**src/hdl/lru_keyed_cache_table_top_macros.svh**
```systemverilog
// ----------------------------------------------------------------------------
// lru keyed cache table assertion macros
// concurrent check wrappers used by the asserting top file
// ----------------------------------------------------------------------------
`ifndef LRU_KEYED_CACHE_TABLE_TOP_MACROS_SVH
`define LRU_KEYED_CACHE_TABLE_TOP_MACROS_SVH

// same-cycle implication
`define LKCT_ASSERT_IMPL(lbl, clk, rst_n, ante, cons) \
  lbl: assert property (@(posedge clk) disable iff (!rst_n) (ante) |-> (cons)) \
    else $error("lkct check failed");

// next-cycle implication
`define LKCT_ASSERT_NEXT(lbl, clk, rst_n, ante, cons) \
  lbl: assert property (@(posedge clk) disable iff (!rst_n) (ante) |=> (cons)) \
    else $error("lkct check failed");

`endif

```
**src/hdl/lkct_pkg.sv**
```systemverilog
// ----------------------------------------------------------------------------
// lkct_pkg
// sizes, opcodes and controller/datapath command and status types
// ----------------------------------------------------------------------------
package lkct_pkg;

  localparam int ENTRIES = 16;
  localparam int KEY_W   = 32;
  localparam int VAL_W   = 32;
  localparam int OP_W    = 2;
  localparam int CAP_W   = 5;
  localparam int IDX_W   = $clog2(ENTRIES);
  localparam int CNT_W   = $clog2(ENTRIES + 1);

  localparam logic [OP_W-1:0] OP_GET = 2'd0;
  localparam logic [OP_W-1:0] OP_PUT = 2'd1;
  localparam logic [OP_W-1:0] OP_DEL = 2'd2;
  localparam logic [OP_W-1:0] OP_POP = 2'd3;

  localparam logic [CAP_W-1:0] CAP_RESET = 5'd16;

  localparam logic TGT_MATCH  = 1'b0;
  localparam logic TGT_OLDEST = 1'b1;

  typedef struct packed {
    logic             load;
    logic             scan_rd;
    logic [IDX_W-1:0] scan_addr;
    logic             tgt_load;
    logic             tgt_sel;
    logic             tgt_rd;
    logic             res_cap;
    logic             touch;
    logic             remove;
    logic             insert;
    logic             out_load;
  } lkct_cmd_t;

  typedef struct packed {
    logic [OP_W-1:0]  op;
    logic             touch;
    logic             match_hit;
    logic             old_hit;
    logic             full;
    logic             out_busy;
    logic [CNT_W-1:0] count;
  } lkct_stat_t;

endpackage

```
**src/hdl/lkct_if.sv**
```systemverilog
// ----------------------------------------------------------------------------
// lkct channel interfaces
// request channel and result channel, valid/ready handshake
// ----------------------------------------------------------------------------
interface lkct_in_if;
  import lkct_pkg::*;

  logic             valid;
  logic             ready;
  logic [OP_W-1:0]  op;
  logic [KEY_W-1:0] key;
  logic [VAL_W-1:0] value;
  logic             touch;

  modport source (output valid, op, key, value, touch, input ready);
  modport sink   (input valid, op, key, value, touch, output ready);
endinterface

interface lkct_out_if;
  import lkct_pkg::*;

  logic             valid;
  logic             ready;
  logic             found;
  logic [KEY_W-1:0] result_key;
  logic [VAL_W-1:0] result_value;

  modport source (output valid, found, result_key, result_value, input ready);
  modport sink   (input valid, found, result_key, result_value, output ready);
endinterface

```
**src/hdl/lkct_datapath.sv**
```systemverilog
// ----------------------------------------------------------------------------
// lkct_datapath
// key/value memories, valid bits, recency ranks, scan logic and result register
// ----------------------------------------------------------------------------
module lkct_datapath (
  input  logic                      clk,
  input  logic                      rst_n,
  input  lkct_pkg::lkct_cmd_t       cmd,
  output lkct_pkg::lkct_stat_t      stat,
  input  logic [lkct_pkg::OP_W-1:0]  in_op,
  input  logic [lkct_pkg::KEY_W-1:0] in_key,
  input  logic [lkct_pkg::VAL_W-1:0] in_value,
  input  logic                      in_touch,
  input  logic                      cfg_we,
  input  logic [lkct_pkg::CAP_W-1:0] cfg_wdata,
  output logic                      out_valid,
  input  logic                      out_ready,
  output logic                      out_found,
  output logic [lkct_pkg::KEY_W-1:0] out_result_key,
  output logic [lkct_pkg::VAL_W-1:0] out_result_value
);
  import lkct_pkg::*;

  logic [KEY_W-1:0] key_mem [ENTRIES];
  logic [VAL_W-1:0] val_mem [ENTRIES];
  logic [KEY_W-1:0] rd_key_r;
  logic [VAL_W-1:0] rd_val_r;
  logic [IDX_W-1:0] rd_addr;

  logic [OP_W-1:0]  op_r;
  logic [KEY_W-1:0] key_r;
  logic [VAL_W-1:0] value_r;
  logic             touch_r;
  logic [CAP_W-1:0] cap_r;
  logic [CNT_W-1:0] cap_eff;

  logic [ENTRIES-1:0] valid_r, valid_nxt;
  logic [IDX_W-1:0]   rank_r   [ENTRIES];
  logic [IDX_W-1:0]   rank_nxt [ENTRIES];
  logic [CNT_W-1:0]   count_r, count_nxt;

  logic             pv_r;
  logic [IDX_W-1:0] pidx_r;
  logic             match_hit_r, old_hit_r, free_hit_r, rem_r;
  logic [IDX_W-1:0] match_idx_r, old_idx_r, free_idx_r, tgt_r;
  logic             hit_now, old_now, free_now;

  logic             ins_ok;
  logic [IDX_W-1:0] ins_idx;
  logic [IDX_W-1:0] tgt_rank;

  logic             res_found_r;
  logic [KEY_W-1:0] res_key_r;
  logic [VAL_W-1:0] res_val_r;
  logic             out_valid_r, out_found_r;
  logic [KEY_W-1:0] out_key_r;
  logic [VAL_W-1:0] out_val_r;

  // memories
  assign rd_addr = cmd.tgt_rd ? tgt_r : cmd.scan_addr;

  always_ff @(posedge clk) begin
    if (cmd.insert && ins_ok) begin
      key_mem[ins_idx] <= key_r;
      val_mem[ins_idx] <= value_r;
    end
    rd_key_r <= key_mem[rd_addr];
    rd_val_r <= val_mem[rd_addr];
  end

  // effective capacity
  always_comb begin
    if (cap_r == '0) begin
      cap_eff = CNT_W'(1);
    end else if (int'(cap_r) > ENTRIES) begin
      cap_eff = CNT_W'(ENTRIES);
    end else begin
      cap_eff = CNT_W'(cap_r);
    end
  end

  // scan compare on registered read data
  assign hit_now  = pv_r && valid_r[pidx_r] && (rd_key_r == key_r);
  assign old_now  = pv_r && valid_r[pidx_r] &&
                    (CNT_W'(rank_r[pidx_r]) == (count_r - CNT_W'(1)));
  assign free_now = pv_r && !valid_r[pidx_r];

  // lowest free slot, including one just vacated
  always_comb begin
    if (rem_r && (!free_hit_r || (tgt_r < free_idx_r))) begin
      ins_ok  = 1'b1;
      ins_idx = tgt_r;
    end else begin
      ins_ok  = free_hit_r;
      ins_idx = free_idx_r;
    end
  end

  assign tgt_rank = rank_r[tgt_r];

  // rank and valid update
  always_comb begin
    valid_nxt = valid_r;
    count_nxt = count_r;
    for (int i = 0; i < ENTRIES; i++) begin
      rank_nxt[i] = rank_r[i];
      if (cmd.touch) begin
        if (IDX_W'(i) == tgt_r) begin
          rank_nxt[i] = '0;
        end else if (valid_r[i] && (rank_r[i] < tgt_rank)) begin
          rank_nxt[i] = rank_r[i] + 1'b1;
        end
      end
      if (cmd.remove) begin
        if (IDX_W'(i) == tgt_r) begin
          valid_nxt[i] = 1'b0;
          rank_nxt[i]  = '0;
        end else if (valid_r[i] && (rank_r[i] > tgt_rank)) begin
          rank_nxt[i] = rank_r[i] - 1'b1;
        end
      end
      if (cmd.insert && ins_ok) begin
        if (IDX_W'(i) == ins_idx) begin
          valid_nxt[i] = 1'b1;
          rank_nxt[i]  = '0;
        end else if (valid_r[i]) begin
          rank_nxt[i] = rank_r[i] + 1'b1;
        end
      end
    end
    if (cmd.remove && (count_r != '0)) begin
      count_nxt = count_r - 1'b1;
    end
    if (cmd.insert && ins_ok) begin
      count_nxt = count_r + 1'b1;
    end
  end

  // control state
  always_ff @(posedge clk) begin
    if (!rst_n) begin
      cap_r       <= CAP_RESET;
      valid_r     <= '0;
      count_r     <= '0;
      pv_r        <= 1'b0;
      match_hit_r <= 1'b0;
      old_hit_r   <= 1'b0;
      free_hit_r  <= 1'b0;
      rem_r       <= 1'b0;
      res_found_r <= 1'b0;
      out_valid_r <= 1'b0;
      out_found_r <= 1'b0;
      for (int i = 0; i < ENTRIES; i++) begin
        rank_r[i] <= '0;
      end
    end else begin
      if (cfg_we) begin
        cap_r <= cfg_wdata;
      end
      valid_r <= valid_nxt;
      count_r <= count_nxt;
      for (int i = 0; i < ENTRIES; i++) begin
        rank_r[i] <= rank_nxt[i];
      end
      pv_r <= cmd.scan_rd;
      if (cmd.load) begin
        match_hit_r <= 1'b0;
        old_hit_r   <= 1'b0;
        free_hit_r  <= 1'b0;
        rem_r       <= 1'b0;
        res_found_r <= 1'b0;
      end else begin
        if (hit_now && !match_hit_r) begin
          match_hit_r <= 1'b1;
        end
        if (old_now) begin
          old_hit_r <= 1'b1;
        end
        if (free_now && !free_hit_r) begin
          free_hit_r <= 1'b1;
        end
        if (cmd.remove) begin
          rem_r <= 1'b1;
        end
        if (cmd.res_cap) begin
          res_found_r <= 1'b1;
        end
      end
      if (cmd.out_load) begin
        out_valid_r <= 1'b1;
        out_found_r <= res_found_r;
      end else if (out_ready) begin
        out_valid_r <= 1'b0;
      end
    end
  end

  // payload
  always_ff @(posedge clk) begin
    pidx_r <= cmd.scan_addr;
    if (cmd.load) begin
      op_r      <= in_op;
      key_r     <= in_key;
      value_r   <= in_value;
      touch_r   <= in_touch;
      res_key_r <= '0;
      res_val_r <= '0;
    end else if (cmd.res_cap) begin
      res_key_r <= rd_key_r;
      res_val_r <= rd_val_r;
    end
    if (hit_now && !match_hit_r) begin
      match_idx_r <= pidx_r;
    end
    if (old_now) begin
      old_idx_r <= pidx_r;
    end
    if (free_now && !free_hit_r) begin
      free_idx_r <= pidx_r;
    end
    if (cmd.tgt_load) begin
      tgt_r <= (cmd.tgt_sel == TGT_OLDEST) ? old_idx_r : match_idx_r;
    end
    if (cmd.out_load) begin
      out_key_r <= res_key_r;
      out_val_r <= res_val_r;
    end
  end

  assign stat.op        = op_r;
  assign stat.touch     = touch_r;
  assign stat.match_hit = match_hit_r;
  assign stat.old_hit   = old_hit_r;
  assign stat.full      = (count_r >= cap_eff);
  assign stat.out_busy  = out_valid_r && !out_ready;
  assign stat.count     = count_r;

  assign out_valid        = out_valid_r;
  assign out_found        = out_found_r;
  assign out_result_key   = out_key_r;
  assign out_result_value = out_val_r;

endmodule

```
**src/hdl/lkct_ctrl.sv**
```systemverilog
// ----------------------------------------------------------------------------
// lkct_ctrl
// operation sequencer: slot scan, target select, read, update, insert, result
// ----------------------------------------------------------------------------
module lkct_ctrl (
  input  logic                 clk,
  input  logic                 rst_n,
  input  logic                 in_valid,
  output logic                 in_ready,
  input  lkct_pkg::lkct_stat_t stat,
  output lkct_pkg::lkct_cmd_t  cmd
);
  import lkct_pkg::*;

  localparam logic [2:0] ST_IDLE   = 3'd0;
  localparam logic [2:0] ST_SCAN   = 3'd1;
  localparam logic [2:0] ST_FLUSH  = 3'd2;
  localparam logic [2:0] ST_PICK   = 3'd3;
  localparam logic [2:0] ST_READ   = 3'd4;
  localparam logic [2:0] ST_UPD    = 3'd5;
  localparam logic [2:0] ST_INSERT = 3'd6;
  localparam logic [2:0] ST_DONE   = 3'd7;

  logic [2:0]       state_r, state_nxt;
  logic [IDX_W-1:0] cnt_r, cnt_nxt;

  always_comb begin
    state_nxt     = state_r;
    cnt_nxt       = cnt_r;
    in_ready      = 1'b0;
    cmd           = '0;
    cmd.scan_addr = cnt_r;
    case (state_r)
      ST_IDLE: begin
        in_ready = 1'b1;
        if (in_valid) begin
          cmd.load  = 1'b1;
          cnt_nxt   = '0;
          state_nxt = ST_SCAN;
        end
      end
      ST_SCAN: begin
        cmd.scan_rd = 1'b1;
        cnt_nxt     = cnt_r + 1'b1;
        if (cnt_r == IDX_W'(ENTRIES - 1)) begin
          state_nxt = ST_FLUSH;
        end
      end
      ST_FLUSH: begin
        state_nxt = ST_PICK;
      end
      ST_PICK: begin
        case (stat.op)
          OP_GET, OP_DEL: begin
            if (stat.match_hit) begin
              cmd.tgt_load = 1'b1;
              cmd.tgt_sel  = TGT_MATCH;
              state_nxt    = ST_READ;
            end else begin
              state_nxt = ST_DONE;
            end
          end
          OP_POP: begin
            if (stat.old_hit) begin
              cmd.tgt_load = 1'b1;
              cmd.tgt_sel  = TGT_OLDEST;
              state_nxt    = ST_READ;
            end else begin
              state_nxt = ST_DONE;
            end
          end
          default: begin
            if (stat.match_hit) begin
              cmd.tgt_load = 1'b1;
              cmd.tgt_sel  = TGT_MATCH;
              state_nxt    = ST_READ;
            end else if (stat.full && stat.old_hit) begin
              cmd.tgt_load = 1'b1;
              cmd.tgt_sel  = TGT_OLDEST;
              state_nxt    = ST_READ;
            end else begin
              state_nxt = ST_INSERT;
            end
          end
        endcase
      end
      ST_READ: begin
        cmd.tgt_rd = 1'b1;
        state_nxt  = ST_UPD;
      end
      ST_UPD: begin
        cmd.res_cap = 1'b1;
        if (stat.op == OP_GET) begin
          cmd.touch = stat.touch;
        end else begin
          cmd.remove = 1'b1;
        end
        state_nxt = (stat.op == OP_PUT) ? ST_INSERT : ST_DONE;
      end
      ST_INSERT: begin
        cmd.insert = 1'b1;
        state_nxt  = ST_DONE;
      end
      ST_DONE: begin
        if (!stat.out_busy) begin
          cmd.out_load = 1'b1;
          state_nxt    = ST_IDLE;
        end
      end
      default: begin
        state_nxt = ST_IDLE;
      end
    endcase
  end

  always_ff @(posedge clk) begin
    if (!rst_n) begin
      state_r <= ST_IDLE;
      cnt_r   <= '0;
    end else begin
      state_r <= state_nxt;
      cnt_r   <= cnt_nxt;
    end
  end

endmodule

```
**src/hdl/lru_keyed_cache_table_top.sv**
```systemverilog
// ----------------------------------------------------------------------------
// lru_keyed_cache_table_top
// Keyed table of up to 16 entries kept in recency order, with get, put,
// delete and pop-least-recent requests and one result per request. The key
// memory is scanned one slot per cycle over all 16 slots (finding the matching
// key, the least recent entry and the lowest free slot), then the chosen slot
// is read and the ranks, valid bits and memories are updated. A get or delete
// miss and a pop of an empty table skip the read and update; a put of a new
// key with room skips them and inserts; a get, delete or pop that finds an
// entry reads and updates; a put that replaces or evicts reads, updates and
// then inserts. The next request is taken from the cycle the result becomes
// valid; no request is taken before the previous one is done, and the result
// waits while the result channel stalls. A new request is taken while the
// previous result still waits on the result channel. The user must write
// capacity_in_use through cfg_we/cfg_wdata while idle, unchecked by the block.
// ----------------------------------------------------------------------------
`include "lru_keyed_cache_table_top_macros.svh"

module lru_keyed_cache_table_top (
  input  logic                       clk,
  input  logic                       rst_n,
  lkct_in_if.sink                    in_ch,
  lkct_out_if.source                 out_ch,
  input  logic                       cfg_we,
  input  logic [lkct_pkg::CAP_W-1:0] cfg_wdata
);
  import lkct_pkg::*;

  lkct_cmd_t  cmd;
  lkct_stat_t stat;

  lkct_ctrl u_ctrl (
    .clk      (clk),
    .rst_n    (rst_n),
    .in_valid (in_ch.valid),
    .in_ready (in_ch.ready),
    .stat     (stat),
    .cmd      (cmd)
  );

  lkct_datapath u_dp (
    .clk              (clk),
    .rst_n            (rst_n),
    .cmd              (cmd),
    .stat             (stat),
    .in_op            (in_ch.op),
    .in_key           (in_ch.key),
    .in_value         (in_ch.value),
    .in_touch         (in_ch.touch),
    .cfg_we           (cfg_we),
    .cfg_wdata        (cfg_wdata),
    .out_valid        (out_ch.valid),
    .out_ready        (out_ch.ready),
    .out_found        (out_ch.found),
    .out_result_key   (out_ch.result_key),
    .out_result_value (out_ch.result_value)
  );

  `LKCT_ASSERT_NEXT(a_busy_after_request, clk, rst_n, in_ch.valid && in_ch.ready, !in_ch.ready)
  `LKCT_ASSERT_IMPL(a_miss_zero, clk, rst_n, out_ch.valid && !out_ch.found, out_ch.result_key == '0 && out_ch.result_value == '0)
  `LKCT_ASSERT_IMPL(a_insert_room, clk, rst_n, cmd.insert, stat.count < CNT_W'(ENTRIES))

endmodule
```
**src/flat_wrapper.sv**
```systemverilog
// flat-port wrapper written by rule: the top's interface ports become plain ports
module lru_keyed_cache_table_top_flat import lkct_pkg::*;
  (clk, rst_n, cfg_we, cfg_wdata, in_ch_valid, in_ch_op, in_ch_key, in_ch_value, in_ch_touch, in_ch_ready, out_ch_valid, out_ch_found, out_ch_result_key, out_ch_result_value, out_ch_ready);
  lkct_in_if in_ch_i ();
  lkct_out_if out_ch_i ();
  input  logic clk;
  input  logic rst_n;
  input  logic cfg_we;
  input  logic [lkct_pkg::CAP_W-1:0] cfg_wdata;
  input wire logic [$bits(in_ch_i.valid)-1:0] in_ch_valid;
  input wire logic [$bits(in_ch_i.op)-1:0] in_ch_op;
  input wire logic [$bits(in_ch_i.key)-1:0] in_ch_key;
  input wire logic [$bits(in_ch_i.value)-1:0] in_ch_value;
  input wire logic [$bits(in_ch_i.touch)-1:0] in_ch_touch;
  output wire logic [$bits(in_ch_i.ready)-1:0] in_ch_ready;
  output wire logic [$bits(out_ch_i.valid)-1:0] out_ch_valid;
  output wire logic [$bits(out_ch_i.found)-1:0] out_ch_found;
  output wire logic [$bits(out_ch_i.result_key)-1:0] out_ch_result_key;
  output wire logic [$bits(out_ch_i.result_value)-1:0] out_ch_result_value;
  input wire logic [$bits(out_ch_i.ready)-1:0] out_ch_ready;
  assign in_ch_i.valid = in_ch_valid;
  assign in_ch_i.op = in_ch_op;
  assign in_ch_i.key = in_ch_key;
  assign in_ch_i.value = in_ch_value;
  assign in_ch_i.touch = in_ch_touch;
  assign in_ch_ready = in_ch_i.ready;
  assign out_ch_valid = out_ch_i.valid;
  assign out_ch_found = out_ch_i.found;
  assign out_ch_result_key = out_ch_i.result_key;
  assign out_ch_result_value = out_ch_i.result_value;
  assign out_ch_i.ready = out_ch_ready;
  lru_keyed_cache_table_top u_core (.clk(clk), .rst_n(rst_n), .in_ch(in_ch_i), .out_ch(out_ch_i), .cfg_we(cfg_we), .cfg_wdata(cfg_wdata));
endmodule
```
**config.mk**
```make
export PLATFORM = sky130hd
export DESIGN_NAME = lru_keyed_cache_table_top_flat
export DESIGN_NICKNAME = d
export VERILOG_FILES = /design/src/hdl/lkct_pkg.sv /design/src/hdl/lkct_if.sv /design/src/hdl/lkct_datapath.sv /design/src/hdl/lkct_ctrl.sv /design/src/hdl/lru_keyed_cache_table_top.sv /design/src/flat_wrapper.sv
export VERILOG_INCLUDE_DIRS = /design/src /design/src/hdl
export SDC_FILE = /design/constraint.sdc
export NUM_CORES = 2
export LEC_CHECK = 0
export BUFFER_PORTS_ARGS = -buffer_cell sky130_fd_sc_hd__clkbuf_2
export CAP_MARGIN = 10
export CELL_PAD_IN_SITES_DETAIL_PLACEMENT = 1
export CELL_PAD_IN_SITES_GLOBAL_PLACEMENT = 1
export CORE_MARGIN = 2
export CORE_UTILIZATION = 40
export CTS_BUF_LIST = sky130_fd_sc_hd__clkbuf_2
export DETAILED_ROUTE_END_ITERATION = 6
export GPL_ROUTABILITY_DRIVEN = 0
export PLACE_DENSITY_LB_ADDON = 0.1
export SYNTH_ARGS = -nofsm -noshare
export SYNTH_HDL_FRONTEND = slang
export SYNTH_HIERARCHICAL = 1
export SYNTH_SLANG_ARGS = --single-unit
```
**constraint.sdc**
```tcl
create_clock -name clk -period 15.5 [get_ports clk]
set_input_delay 2.325 -clock clk [delete_from_list [all_inputs] [get_ports clk]]
set_output_delay 2.325 -clock clk [all_outputs]
set_load 0.05 [all_outputs]
```
* After elaboration in Yosys (flattened, before gate mapping)
Memory sizes are Yosys's and may differ from the RTL's. A register that Yosys moved wholly into a read port is not among the register bits.
Index checks and enable logic that the tools add are counted.
** Storage, ports and cells
- Flip-flop bits (word level) :: 256
- Memory bits (writable) :: 1088
- Input bits :: 77
- Output and inout bits :: 67
- Word-level logic and storage cells :: 494
- Memories kept :: 3
** Operators by class
- $add $sub $neg :: 35
- $lt $le $gt $ge :: 36
- Eq/ne operators :: 46
- Mux-type cells :: 270
- Bitwise operators :: 17
- Reductions and logical operators :: 61
** Memory list
- u_core.u_dp.key_mem :: depth 16, width 32, rd ports 1, clocked after memory_dff 1, write ports 1, line lkct_datapath.sv:24 : logic [KEY_W-1:0] key_mem [ENTRIES];
- u_core.u_dp.val_mem :: depth 16, width 32, rd ports 1, clocked after memory_dff 1, write ports 1, line lkct_datapath.sv:25 : logic [VAL_W-1:0] val_mem [ENTRIES];
- u_core.u_dp.rank_r :: depth 16, width 4, rd ports 18, clocked after memory_dff 2, write ports 16, line lkct_datapath.sv:38 : logic [IDX_W-1:0] rank_r [ENTRIES];
** Operator list (number)
- $mux 4 :: 165
- $mux 1 :: 83
- $add 4x1->4 const B :: 17
- $lt 4x4->1 :: 17
- $eq 4x4->1 const A :: 16
- $gt 4x4->1 :: 16
- $sub 4x1->4 const B :: 16
- $logic_and 1x1->1 :: 43
- $eq 3x4->1 const A :: 8
- $eq 32x32->1 :: 1
- $pmux 3 s8 :: 1
- $mux 5 :: 4
- $eq 2x4->1 const A :: 4
- $mux 2 :: 8
- $or 1x1->1 :: 16
- $mux 3 :: 5
- $eq 3x3->1 const B :: 4
- $eq 1x4->1 const A :: 2
- $logic_not 4->1 :: 2
- $pmux 4 s2 :: 1
- $eq 3x2->1 const B :: 2
- $ne 2x2->1 const B :: 3
- $pmux 3 s2 :: 1
- $reduce_bool 2->1 :: 3
- 22 further kinds :: 27

* Longest topological paths before layout
An unclocked memory read counts as a cell.
- Depth after elaboration :: 13
- Mapped depth :: 14
- Mapped depth without buffers :: 14

* Hierarchy
Netlist, hierarchy kept.
** Modules (own cells, without submodules)
- lkct_datapath :: times used 1, cells an instance 3506, area an instance 57800.4 sq um, seq. area each 39848.2 sq um
- lkct_ctrl :: times used 1, cells an instance 65, area an instance 500.5 sq um, seq. area each 140.1 sq um

* Least setup slack after synthesis
No wires, ideal clock.
- Path type :: input-to-reg
- Start :: in out_ch_ready
- End :: reg u_core.u_dp.out_found_r, in the netlist u_core/u_dp/out_found
- Library setup time :: 0.122 ns
- Arrival time :: 7.791 ns
- Required time :: 15.378 ns
- Path slack :: 7.588 ns
- Stages :: 4
- Buffers on the path :: 0
- Path through :: nor2b_1 -> nor3b_1 -> mux2i_1 -> nor2b_1
** RTL lines
- from (decl) :: line flat_wrapper.sv:20 : input wire logic [$bits(out_ch_i.ready)-1:0] out_ch_ready;
- to (signal assigned) :: line lkct_datapath.sv:191 : out_found_r <= res_found_r;
- to (decl) :: line lkct_datapath.sv:55 : logic out_valid_r, out_found_r;

* Final worst setup path
- Start :: reg u_core.u_ctrl.state_r[2]
- End :: out in_ch_ready
** Between the ends
- Longest elaborated chain between the ends :: 2
** Ends and longest elaborated chain
- from (decl) :: line lkct_ctrl.sv:24 : logic [2:0] state_r, state_nxt;
- from (signal assigned) :: line lkct_ctrl.sv:121 : state_r <= state_nxt;
- $logic_not 3->1 :: line lkct_ctrl.sv:33 : case (state_r)
- $mux 1 :: line lkct_ctrl.sv:33
- to (decl) :: line flat_wrapper.sv:15 : output wire logic [$bits(in_ch_i.ready)-1:0] in_ch_ready;
Every way passes these cells.

==> impl_metrics.ini <==
[sta]
tightest_slew_ps = 1130
layout_min_cycle_time_ps = 5690
finClkSkew_ps = 176
drv_slew = 0
whs_ps = 406
max_clock_freq_mhz = 176
tns_ps = 0
hold_viol_final = 0
rsz0062_at_grt = no
finalSetupViolCount = 0
period_share_pct = 36.7
slew_headroom_pct = 22.6

[critical_path]
worst_r2r_path_depth = 9
startpoint_type = register
path_class = register to primary output
cp_max_fo = 14
crit_chain = nor3_1, clkbuf_2
r2r-end = u_core/u_dp/rd_key_r[12]$_DFF_P_
critical_path.slowest_cell = nor3_1
rrSetupSlack_ps = 10500
cp_num_cells = 2
cpPeakStageDelay_ps = 860
cp.arrival_ps = 3370
required_ps = 13180
end_kind = primary output
cp_top_family = simple AND/OR/NAND/NOR gates
regToRegStartpoint = u_core/u_ctrl/state_r[2]$_SDFFE_PN0P_
crit_buf_inv = 1

[floorplan]
ios = 144
die_w_um = 386
die-area_mm2 = 0.149
rows = 140
core-area_mm2 = 0.145
initial_core_util_pct = 40.1
die_h_um = 386

[clock_network]
clk_latency_ps = 1720
cts-root-buf = clkbuf_2
post_cts_buffers = 0
htreeDepth = 5
cts.sinks = 1412
postCtsResizedCells = 0
cts_buffers = 379
holdBufCountCts = 0
clk_pin_slew_ps = 100
cts_tree = done
clk_path_buf_depth = 4

[global_route]
grt_max_degree = 115
grt_pass1_wl_mm = 247
grt-ovfl-total = 0
grt_pass1_vias = 37878
antenna_found_initial = 3
track_usage_pct = 22.7

[yosys]
synth-seq-cells = 1412
synth_top_cell_by_area = edfxtp_1
synth_flop_cell = edfxtp_1
async_flop_share_pct = 0
syn_area_per_cell_um2 = 16.3
synth_most_common_cell = edfxtp_1
ys_seq_area_share_pct = 68.6
syn_area_mm2 = 0.0583
synthCells = 3571
synth.net_count = 3756
ys_types = 79
yosys_warnings = 6
yosysTopAreaCellShare_pct = 60.3
synth_common_cells = 1,171 x edfxtp_1, 315 x nand2_1, 288 x mux4_2, 241 x dfxtp_1, 172 x nor2_1
synth_area_leaders = edfxtp_1 60%, mux4_2 11%, dfxtp_1 8.3%
synth_edf_count = 1171

[route]
drt-initial-drc-count = 2143
wl_per_cell_um = 27.0
drc = 0
drt_pass1_iterations = 5
vias_per_cell = 5.56
routed_wl_mm = 167
route.vias.total = 34448
drtAntennaViolNets = 0

[finish]
area_growth_pct = 10.4
final_area_mm2 = 0.0644
layout-drive-gt1-share_pct = 27.3
nets = 4160

[power_and_ir_drop]
ir_drop_mv = 0.0622
power_uw = 6930
cellLeakagePower_uw = 0.0218
p_per_area_mw_per_mm2 = 108

[job]
maxCapViolations = 0

[placed_design]
placed_area_mm2 = 0.0610
port_buffers = 143
dp_hpwl_mm = 93.4

[run_status]
outcome = finished clean

[worst_hold_path]
worstHoldEndpoint = u_core/u_dp/out_result_key[13]$_DFFE_PP_
min_from = u_core/u_dp/res_key_r[13]$_SDFFE_PP0P_
hp-class = register to register
hold_path_depth = 0
-- where the power goes --
group	switching (µW)	total (µW)	internal, µW	leakage, µW
Combinational	104	197	93.0	0.00671
Sequential	54.6	4180	4120	0.0125
Clock	1550	2550	1000	0.00258
Total	1710	6930	5220	0.0218
-- stage by stage --
| stage | utilization [%] | std cells | setup slack [ps] |
|---|---|---|---|
| floorplan | - | 3571 | 7590 |
| global placement | 42.0 | 5510 | 10450 |
| detailed placement | 42.0 | 5510 | 10400 |
| CTS | 44.3 | 6185 | 9510 |
| global route | 44.3 | 6191 | 9500 |
| finish | 44.3 | 6191 | 9810 |
-- cell type report --
class	count	area (µm²)
Multi-Input combinational cell	1914	17200
Clock inverter	123	567
Timing Repair Buffer	196	1140
Fill cell	14582	80900
Antenna cell	5	12.5
Sequential cell	1412	40000
Clock buffer	552	2760
Tap cell	1917	2400
Inverter	72	313
-- metal layers --
layer,GRT usage (%),vias to the layer above,routed length (µm),part of all wire (%)
li1,-,15133,-,-
met1,30.0,18013,73600,44
met2,37.5,1032,81300,49
met3,4.43,270,8280,5.0
met4,7.62,0,3960,2.4
met5,0,-,0,0
-- worst max-delay path by stage --
stage,startpoint,to,slack [ps]
after floorplan,out_ch_ready,u_core/u_dp/out_found$_SDFFE_PN0P_,7590
after global placement,u_core/u_ctrl/state_r[2]$_SDFFE_PN0P_,u_core/u_dp/rd_key_r[8]$_DFF_P_,10450
after detailed placement,u_core/u_ctrl/state_r[2]$_SDFFE_PN0P_,u_core/u_dp/rd_key_r[5]$_DFF_P_,10400
after CTS,u_core/u_ctrl/state_r[2]$_SDFFE_PN0P_,in_ch_ready,9510
after global routing,u_core/u_ctrl/state_r[2]$_SDFFE_PN0P_,in_ch_ready,9500
final,u_core/u_ctrl/state_r[2]$_SDFFE_PN0P_,in_ch_ready,9810
-- worst reg2reg max path, delay by kind of cell (launching register included) --
family	cells	cell delay, ps
buffers and inverters	2	1790
DFF	1	590
and+or+nand+nor	3	1250
AOI/OAI and AO/OA	2	360
muxes	2	850
-- kinds of logic (layout without fill, tap and decap cells) --
group                    after synthesis  in the layout  synth area share, %
AND/OR/NAND/NOR                      860            860                 7.09
AO/OA/AOI/OAI                        489            489                 5.84
flip-flops                          1412           1412                 68.6
other                                  0              5                    0
multiplexers                         408            408                 13.4
adder cells (fa/ha/maj)              108            108                 2.32
buffers and inverters                245            943                 2.05
XOR/XNOR                              49             49                0.736
-- flip-flops by register name, summed over array words and instances (netlist names), 5 cells and up, named ones only --
signal,count
u_core/u_dp/key_mem,512
u_core/u_dp/val_mem,512
u_core/u_dp/rank_r,64
u_core/u_dp/key_r,32
u_core/u_dp/out_result_key,32
u_core/u_dp/out_result_value,32
u_core/u_dp/rd_key_r,32
u_core/u_dp/rd_val_r,32
u_core/u_dp/res_key_r,32
u_core/u_dp/res_val_r,32
u_core/u_dp/value_r,32
u_core/u_dp/valid_r,16
u_core/u_dp/cap_r,5
u_core/u_dp/count_r,5
-- placed cells by master, fill, tap and decap left out, types with 17 or more instances in the layout --
cell type	n
a211oi_1	67
a21oi_1	96
a31oi_1	90
a41oi_1	25
and2_1	81
buf_4	50
clkbuf_2	695
clkinv_1	96
clkinv_2	21
dfxtp_1	241
edfxtp_1	1171
ha_1	108
inv_1	56
mux2i_1	93
mux4_2	288
nand2_1	315
nand2b_1	20
nand3_1	50
nand4_1	25
nor2_1	172
nor2b_1	32
nor3_1	46
nor4_1	17
o21a_1	44
o21ai_0	63
or3_1	24
xor2_1	33
No activity file was read; power rests on OpenSTA's default activity.
